==> config.mk <==
export PLATFORM = sky130hd
export DESIGN_NAME = tla_ram
export DESIGN_NICKNAME = d
export VERILOG_FILES = /design/src/hw/rtl/tla_ram.sv
export SDC_FILE = /design/constraint.sdc
export NUM_CORES = 1
export LEC_CHECK = 0
export BUFFER_PORTS_ARGS = -buffer_cell sky130_fd_sc_hd__buf_2
export CORE_ASPECT_RATIO = 1.5
export CORE_UTILIZATION = 57
export CTS_BUF_LIST = sky130_fd_sc_hd__clkbuf_2
export CTS_CLUSTER_DIAMETER = 30
export DETAILED_ROUTE_END_ITERATION = 8
export GPL_TIMING_DRIVEN = 0
export HOLD_SLACK_MARGIN = 0.1
export PLACE_DENSITY = 0.78
export REMOVE_ABC_BUFFERS = 1
export SETUP_SLACK_MARGIN = 0.15
export SLEW_MARGIN = 10
export SYNTH_ARGS = -nofsm -noshare
export SYNTH_HDL_FRONTEND = slang
export SYNTH_SLANG_ARGS = --single-unit
==> constraint.sdc <==
create_clock -name i_clk -period 1.75 [get_ports i_clk]
set_input_delay 0.35 -clock i_clk [delete_from_list [all_inputs] [get_ports i_clk]]
set_output_delay 0.35 -clock i_clk [all_outputs]
set_load 0.005 [all_outputs]
==> src/hw/rtl/tla_ram.sv <==
// Generic simple dual-port RAM: one write port, one read port, registered read.
// No dependencies.
module tla_ram #(
    parameter int WIDTH = 8,
    parameter int DEPTH = 16
) (
    input  logic                     i_clk,
    input  logic                     i_we,
    input  logic [$clog2(DEPTH)-1:0] i_waddr,
    input  logic [WIDTH-1:0]         i_wdata,
    input  logic                     i_re,
    input  logic [$clog2(DEPTH)-1:0] i_raddr,
    output logic [WIDTH-1:0]         o_rdata
);
    logic [WIDTH-1:0] r_mem [DEPTH];
    logic [WIDTH-1:0] r_rdata;

    always_ff @(posedge i_clk) begin
        if (i_we) begin
            r_mem[i_waddr] <= i_wdata;
        end
        if (i_re) begin
            r_rdata <= r_mem[i_raddr];
        end
    end

    assign o_rdata = r_rdata;
endmodule

==> results.toml <==
[placement]
hpwl_mm = 5.53
globalplace.congestion = 0.758
io_buffer_count = 26

[worst_hold_path]
worstHoldStart = "i_waddr[1]"
hold_class = "primary input to register"
hold_end = "r_mem[4][2]$_DFFE_PP_"
holdPathStages = 2

[global_routing]
track_usage_pct = 20.9
antenna_found_initial = 1
overflow = 0
grt_pass1_vias = 2303
grt_pass1_wl_mm = 13.3
grt_max_degree = 33

[logic_synthesis]
netlist_area_sq_um = 5230
netlist_top_cells_area = "edfxtp_1 (78%), mux4_2 (7.8%), mux4_1 (7.0%)"
postSynthAreaPerCell_sq_um = 22.8
synth_top_area_share_pct = 78.1
synth_most_common_cell = "edfxtp_1"
synthTopCellsByCount = "edfxtp_1 (136), mux4_2 (18), a22oi_1 (16), mux4_1 (14), nor2_1 (13)"
ys_ff_latch = 136
async_reset_ff_share_pct = 0
netlist_instances = 229
synth_cell_types = 18
synth_edf_count = 136
yosys_warnings = 0
ys.flop_type = "edfxtp_1"
synth-seq-area-share_pct = 78.1
synth_area_leader_cell = "edfxtp_1"

[layout]
syn_to_final_growth_pct = 8.45
final_util_pct = 63.8
drive_gt1_share_pct = 26.5
nets = 292

[critical_path]
reg2reg_setup_slack_ns = 0.15
reg2reg_from = "r_mem[1][5]$_DFFE_PP_"
arrival_ns = 2.01
cp_max_fo = 1
r2r_end = "o_rdata[5]$_DFFE_PP_"
cp.required_ns = 2.16
crit_type = "register to register"
r2r_cells = 3
cp-end-kind = "register"
start_kind = "register"

[drt]
wl_mm = 9.07
first_pass_iters = 5
num_vias = 2391
routed_wire_length_per_instance_um = 23.0
drc = 0
postRouteAntennaNets = 0
drtIter0Drc = 152
vias_per_cell = 6.07

[floorplanning]
rows = 42
die_h_um = 119
design.core.area_sq_um = 8880
start_util_pct = 58.9
die_w_um = 80.2
die_area_sq_um = 9570
io_pins = 27

[clock_network]
htreeDepth = 4
cts_root_buf = "clkbuf_2"
cts_sinks = 136
cts_tree = "done"
clk_pin_slew_ns = 0.17
clk_latency_ns = 0.67
cts-buffers-inserted = 17
clockBufferDepth = 2

[power]
ir_drop_mv = 0.493
p_leak_nw = 1.86
p_per_area_nw_per_um2 = 938

[timing]
post-route-period-util_pct = 91.5
fin_tns_setup_ns = 0
hold_viol_final = 0
finalSetupViolCount = 0
tightest_slew_ns = 0.926
finClkSkew_ns = 0.0228
max_freq_mhz = 625
rsz0062_at_grt = "true"
final_max_slew_viol_count = 0
period_minus_slack_ns = 1.60
slew_headroom_pct = 38.0

[flow_run]
max-cap-violations = 0

[run_status]
outcome = "completed"
-- where the power goes --
part | internal [mW] | switching [mW] | total, mW | leakage (nW)
clock network | 0.340 | 0.969 | 1.31 | 0.109
registers | 3.66 | 0.0155 | 3.68 | 1.24
logic | 0.140 | 0.187 | 0.328 | 0.516
-- metal layers --
layer  routed length, um  GRT usage, %
met1                3440          27.1
met4                 134          7.70
met5                   0             0
met3                 552          6.44
met2                4950          33.3
-- timing repair --
item	in CTS	in global routing
hold buffers	9	0
resized for setup	1	1
setup endpoints to repair	10	9
setup buffers	0	0
hold endpoints to repair	136	0
-- final cells by class --
class / count / area (sq um)
clock buffers: 21 / 105
diodes: 1 / 2.50
well taps: 110 / 138
clock inverters: 8 / 35.0
repair buffers: 35 / 223
fillers: 587 / 3210
multi-input cells: 83 / 1080
flip-flops and latches: 136 / 4080
-- flip-flops by register name, summed over array words and instances (netlist names) --
signal,cells
r_mem,128
o_rdata,8
-- stage by stage --
| step | power, mW | instance area [sq um] | hold slack (ns) | setup slack (ns) | cells |
|---|---|---|---|---|---|
| 6_report | 5.32 | 5670 | 0.186 | 0.149 | 394 |
| 3_5_place_dp | 4.07 | 5420 | 0.713 | -0.781 | 355 |
| 2_1_floorplan | 3.90 | 5140 | 0.449 | -0.0929 | 219 |
| 4_1_cts | 5.33 | 5660 | 0.154 | 0.143 | 393 |
| 5_1_grt | 5.54 | 5670 | 0.124 | 0.0731 | 394 |
| 3_3_place_gp | 4.05 | 5410 | 0.686 | -0.792 | 355 |
-- worst max-delay path by stage --
stage	startpoint	to	cells after the start
floorplan	i_waddr[2]	r_mem[0][0]$_DFFE_PP_	2
global placement	i_waddr[2]	r_mem[0][3]$_DFFE_PP_	3
detailed placement	i_raddr[0]	o_rdata[5]$_DFFE_PP_	4
CTS	o_rdata[0]$_DFFE_PP_	o_rdata[0]	1
global route	o_rdata[5]$_DFFE_PP_	o_rdata[5]	1
finish	r_mem[1][5]$_DFFE_PP_	o_rdata[5]$_DFFE_PP_	3
-- layout by cell type (no fill, tap or decap) --
| cell | instances |
|---|---|
| or3b_2 | 1 |
| diode_2 | 1 |
| nand3b_1 | 2 |
| a22oi_2 | 1 |
| dlygate4sd3_1 | 9 |
| edfxtp_1 | 136 |
| mux4_2 | 18 |
| clkbuf_2 | 21 |
| nand2b_1 | 2 |
| nor2b_1 | 1 |
| buf_2 | 25 |
| and2b_1 | 1 |
| mux4_1 | 14 |
| buf_4 | 1 |
| nor3_2 | 4 |
| nand2_1 | 9 |
| and2_1 | 1 |
| nand3_1 | 1 |
| a22oi_1 | 15 |
| clkinv_2 | 4 |
| nor2_1 | 13 |
| clkinv_1 | 4 |
-- kinds of logic (layout without fill, tap and decap cells) --
group / after synthesis / after routing / synth area share [%]
mux: 32 / 32 / 14.8
other cells: 0 / 1 / 0
compound gates: 16 / 16 / 2.30
flops: 136 / 136 / 78.1
buf+inv: 10 / 64 / 1.65
simple gates: 35 / 35 / 3.14
-- worst max-delay path, stage by stage, from the launching register on --
cell and delay (ns):
edfxtp_1 0.40, mux4_1 0.57, a22oi_2 0.26, nand2_1 0.11
Note: power is estimated with default switching activity, not from simulation.
