**src/hw/rtl/tla_pkg.sv**
```systemverilog
// Shared types, constants and helpers for the toroidal life automaton.
// No dependencies; imported by the core and the row evaluator.
package tla_pkg;

    localparam int MAX_ROWS = 128;
    localparam int MAX_COLS = 128;
    localparam int ROW_W    = $clog2(MAX_ROWS);
    localparam int COL_W    = $clog2(MAX_COLS);
    localparam int CFG_W    = 8;
    localparam int APB_AW   = 3;
    localparam int APB_DW   = 32;
    localparam int REG_IW   = APB_AW - 2;

    typedef logic [MAX_COLS-1:0] t_row;

    localparam logic [1:0] MODE_READ  = 2'd0;
    localparam logic [1:0] MODE_WRITE = 2'd1;
    localparam logic [1:0] MODE_ADV   = 2'd2;

    localparam logic [REG_IW-1:0] REG_ROWS = REG_IW'(0);
    localparam logic [REG_IW-1:0] REG_COLS = REG_IW'(1);

    // zero acts as one, oversize clamps to the limit
    function automatic logic [CFG_W-1:0] eff_size(input logic [CFG_W-1:0] v,
                                                  input logic [CFG_W-1:0] lim);
        logic [CFG_W-1:0] s;
        s = v;
        if (v == '0) begin
            s = CFG_W'(1);
        end else if (v > lim) begin
            s = lim;
        end
        return s;
    endfunction

endpackage

```
**src/hw/rtl/tla_row_eval.sv**
```systemverilog
// Next-generation evaluator for one row: one lane per column, wrapping at the
// active column count. Depends on tla_pkg.
module tla_row_eval (
    input  tla_pkg::t_row             i_up,
    input  tla_pkg::t_row             i_cur,
    input  tla_pkg::t_row             i_down,
    input  logic [tla_pkg::CFG_W-1:0] i_cols,
    output tla_pkg::t_row             o_next
);
    import tla_pkg::*;

    logic [CFG_W-1:0] cols_m1;
    logic             wl_up;
    logic             wl_cur;
    logic             wl_down;

    assign cols_m1 = i_cols - CFG_W'(1);
    assign wl_up   = i_up[cols_m1[COL_W-1:0]];
    assign wl_cur  = i_cur[cols_m1[COL_W-1:0]];
    assign wl_down = i_down[cols_m1[COL_W-1:0]];

    for (genvar gj = 0; gj < MAX_COLS; gj++) begin : g_lane
        logic       l_up, l_cur, l_down;
        logic       r_up_b, r_cur_b, r_down_b;
        logic [3:0] cnt;
        logic       live;

        if (gj == 0) begin : g_left_wrap
            assign l_up   = wl_up;
            assign l_cur  = wl_cur;
            assign l_down = wl_down;
        end else begin : g_left
            assign l_up   = i_up[gj-1];
            assign l_cur  = i_cur[gj-1];
            assign l_down = i_down[gj-1];
        end

        if (gj == MAX_COLS - 1) begin : g_right_edge
            assign r_up_b   = i_up[0];
            assign r_cur_b  = i_cur[0];
            assign r_down_b = i_down[0];
        end else begin : g_right
            logic wrap;
            assign wrap     = (i_cols == CFG_W'(gj + 1));
            assign r_up_b   = wrap ? i_up[0]   : i_up[gj+1];
            assign r_cur_b  = wrap ? i_cur[0]  : i_cur[gj+1];
            assign r_down_b = wrap ? i_down[0] : i_down[gj+1];
        end

        assign cnt = {3'b0, l_up} + {3'b0, i_up[gj]} + {3'b0, r_up_b}
                   + {3'b0, l_down} + {3'b0, i_down[gj]} + {3'b0, r_down_b}
                   + {3'b0, l_cur} + {3'b0, r_cur_b};

        assign live = i_cur[gj] ? (cnt == 4'd2 || cnt == 4'd3) : (cnt == 4'd3);

        // columns past the active width keep their contents
        assign o_next[gj] = (CFG_W'(gj) < i_cols) ? live : i_cur[gj];
    end
endmodule

```
**config.mk**
```make
export PLATFORM = sky130hd
export DESIGN_NAME = tla_row_eval
export DESIGN_NICKNAME = d
export VERILOG_FILES = /design/src/hw/rtl/tla_pkg.sv /design/src/hw/rtl/tla_row_eval.sv
export SDC_FILE = /design/constraint.sdc
export NUM_CORES = 2
export LEC_CHECK = 0
export BUFFER_PORTS_ARGS = -buffer_cell sky130_fd_sc_hd__buf_2
export CAP_MARGIN = 20
export CORE_MARGIN = 10
export CORE_UTILIZATION = 45
export DETAILED_ROUTE_END_ITERATION = 10
export GPL_ROUTABILITY_DRIVEN = 0
export PLACE_DENSITY = 0.77
export SLEW_MARGIN = 40
export SYNTH_ARGS = -nofsm -noshare
export SYNTH_HDL_FRONTEND = slang
export SYNTH_SLANG_ARGS = --single-unit
```
**constraint.sdc**
```tcl
create_clock -name vclk -period 7.97
set_input_delay 0.3985 -clock vclk [all_inputs]
set_output_delay 0.3985 -clock vclk [all_outputs]
set_load 0.01 [all_outputs]
```
==> key figures <==
Yosys
  • Yosys warning count: 0
  • Post-synth top area share: 0.348
  • Top-count cell post-synth: fa_1
  • Unique cell type count in the Yosys netlist: between 50 and 60
  • Post-Syn Area: 0.0295 mm2
  • Synth Net Count: 4548
  • Post-Syn Instances: roughly 3300
  • Synth top cells by count: fa_1, a21oi_1, inv_1, ha_1, nand2_1
  • Mean Syn Cell Area: 9.05 um2
  • Leading area contributor after synthesis: fa_1
  • Top cells by area, synth: fa_1, ha_1, mux2i_1, a21oi_1, mux4_2
  • Post-synthesis sequential area ratio: 0

Timing
  • Fin Setup TNS: 0 ps
  • Worst hold slack: 1220 ps
  • Final Hold Fails: 0
  • Period utilization: 0.910
  • Final Max Slew Viols: 0
  • RSZ-0062 raised after global routing: no
  • Period minus WS final: 7250 ps
  • Highest clock rate: 138 MHz
  • Worst-Margin Slew: 993 ps
  • Rel. slew slack: 0.336
  • Final setup violation count: 0

Worst setup path
  • Worst path arrival time: approximately 7000 ps
  • Cell mode on critical path: fa_1
  • Crit-path cells: buf_2 -> inv_1 -> ha_1 -> xor2_4 -> buf_12 -> mux4_2 -> mux2i_1 -> a32o_1 -> nor4_1 -> or4_1 -> fa_1 -> inv_1 -> fa_1 -> fa_1 -> inv_1 -> ha_1 -> fa_1 -> o21ai_0 -> nand2_1 -> a21oi_1 -> buf_2
  • CP Class: primary input to primary output
  • CP required: 7570 ps
  • CP top delay family: adder cells
  • Worst Setup End Kind: primary output
  • Crit-path max FO: 31
  • Critical Path Source Type: primary input
  • Max stage delay cell, worst path: xor2_4
  • CP max stage delay: 560 ps
  • Buf/Inv on CP: 6

Die
  • DIE HEIGHT: around 280 um
  • Die Span X: 276 um
  • Floorplan row count: 93
  • DIE AREA: 0.0761 mm2
  • Initial core utilization: 0.456
  • Boundary Pins: 520
  • Core Footprint: 0.0646 mm2

Placement
  • Post-DP HPWL: roughly 100000 um
  • Dpl cell area: 0.0330 mm2
  • # port buffers: 520

Power and ir drop
  • P_leak: 16.0 nW
  • Power Total: 0.00399 W
  • VDD IR max: 76.7 uV
  • Power Dens Cells: 121 mW/mm2

Clocking
  • Post_cts resized: 0
  • Setup bufs post-CTS: 0
  • # hold bufs at CTS: 0

Final layout
  • Area grow syn2layout: 12.3%
  • FF/Latch Area: 0 um2
  • Sequential cell count: 0
  • # fillers: 6052
  • Fin area: 0.0331 mm2
  • # clk buffers: 0
  • Layout cells sized above 1: 0.197
  • Nets@finish: 4981
  • Multi-input logic area: approximately 0.028 mm2

Flow run
  • MaxCap Viol Count: 0

Status
  • Status: finished clean

Worst hold path
  • Worst min path class: primary input to primary output

Global route
  • Grt ovf: 0
  • Largest net degree at the start of global routing: 65
  • Vias in the first global route: 29589
  • Initial antenna violation count: 48
  • Total GRT Usage: 0.311
  • First-pass GRT wire length: 180000 um

Route
  • Wire length per cell: 26.2 um
  • Initial DRC count: 2875
  • Vias: approximately 28000
  • DR DRC count: 0
  • Vias per inst: 6.17
  • DRT antenna net count: 0
  • DRT Wirelength: around 120000 um
  • First drt pass iteration count: 6
==> cell families (layout without fill, tap and decap cells) <==
group / after synthesis / count (layout) / share of synthesized area
AO/OA/AOI/OAI: 708 / 708 / 0.127
XOR/XNOR: 6 / 6 / 0.00229
adder cells (fa/ha/maj): 901 / 901 / 0.513
buffers and inverters: 518 / 949 / 0.0690
multiplexers: 426 / 426 / 0.187
other: 0 / 38 / 0
AND/OR/NAND/NOR: 696 / 696 / 0.101
==> power breakdown <==
| group | internal (W) | switching (W) |
|---|---|---|
| sequential | 0 | 0 |
| clock | 0.000000000639 | 0 |
| combinational | 0.00165 | 0.00233 |
==> cell type report <==
| cell class | instances | area share |
|---|---|---|
| diodes | 38 | 0.00287 |
| inverters | 396 | 0.0450 |
| multi-input cells | 2737 | 0.833 |
| well taps | 855 | 0.0323 |
| repair buffers | 553 | 0.0871 |
==> per-layer routing <==
layer,share of wire,up-vias,track usage
met3,0.11,451,0.0833
met1,0.36,13859,0.378
met4,0.075,20,0.196
met5,0.00096,-,0
met2,0.45,1722,0.486
li1,-,12213,-
==> path summary, 6_finish.rpt <==
kind                  startpoint         end  slack, ps  cells past startpoint
worst max-delay path   i_cols[1]   o_next[0]        720                     21
worst min-delay path   i_cur[28]  o_next[28]       1220                      4
==> through the flow <==
step	cells	worst slack (ps)	utilization
2_1_floorplan	3255	1260	-
3_3_place_gp	4540	900	0.510
3_5_place_dp	4541	841	0.510
4_1_cts	4541	829	0.510
5_1_grt	4577	559	0.512
6_report	4579	721	0.512
==> layout by cell type, fill, tap and decap left out, drive strengths merged, types with 4 or more instances in the layout <==
cell type | synthesis | layout
buf | 34 | 553
fa | 512 | 512
a21oi | 415 | 415
inv | 396 | 395
ha | 389 | 389
nand2 | 358 | 358
mux2i | 272 | 272
o21ai | 224 | 224
nand3 | 170 | 170
nor2 | 105 | 105
mux4 | 90 | 90
mux2 | 64 | 64
diode | 0 | 38
a31oi | 27 | 27
nor3 | 12 | 12
nand2b | 10 | 10
a32o | 10 | 10
nor2b | 8 | 8
nor4 | 7 | 7
or2 | 7 | 7
nand4 | 5 | 5
o21bai | 5 | 5
and2 | 4 | 4
and3 | 4 | 4
a32oi | 4 | 4
xnor2 | 4 | 4
No activity file was read; power rests on OpenSTA's default activity.
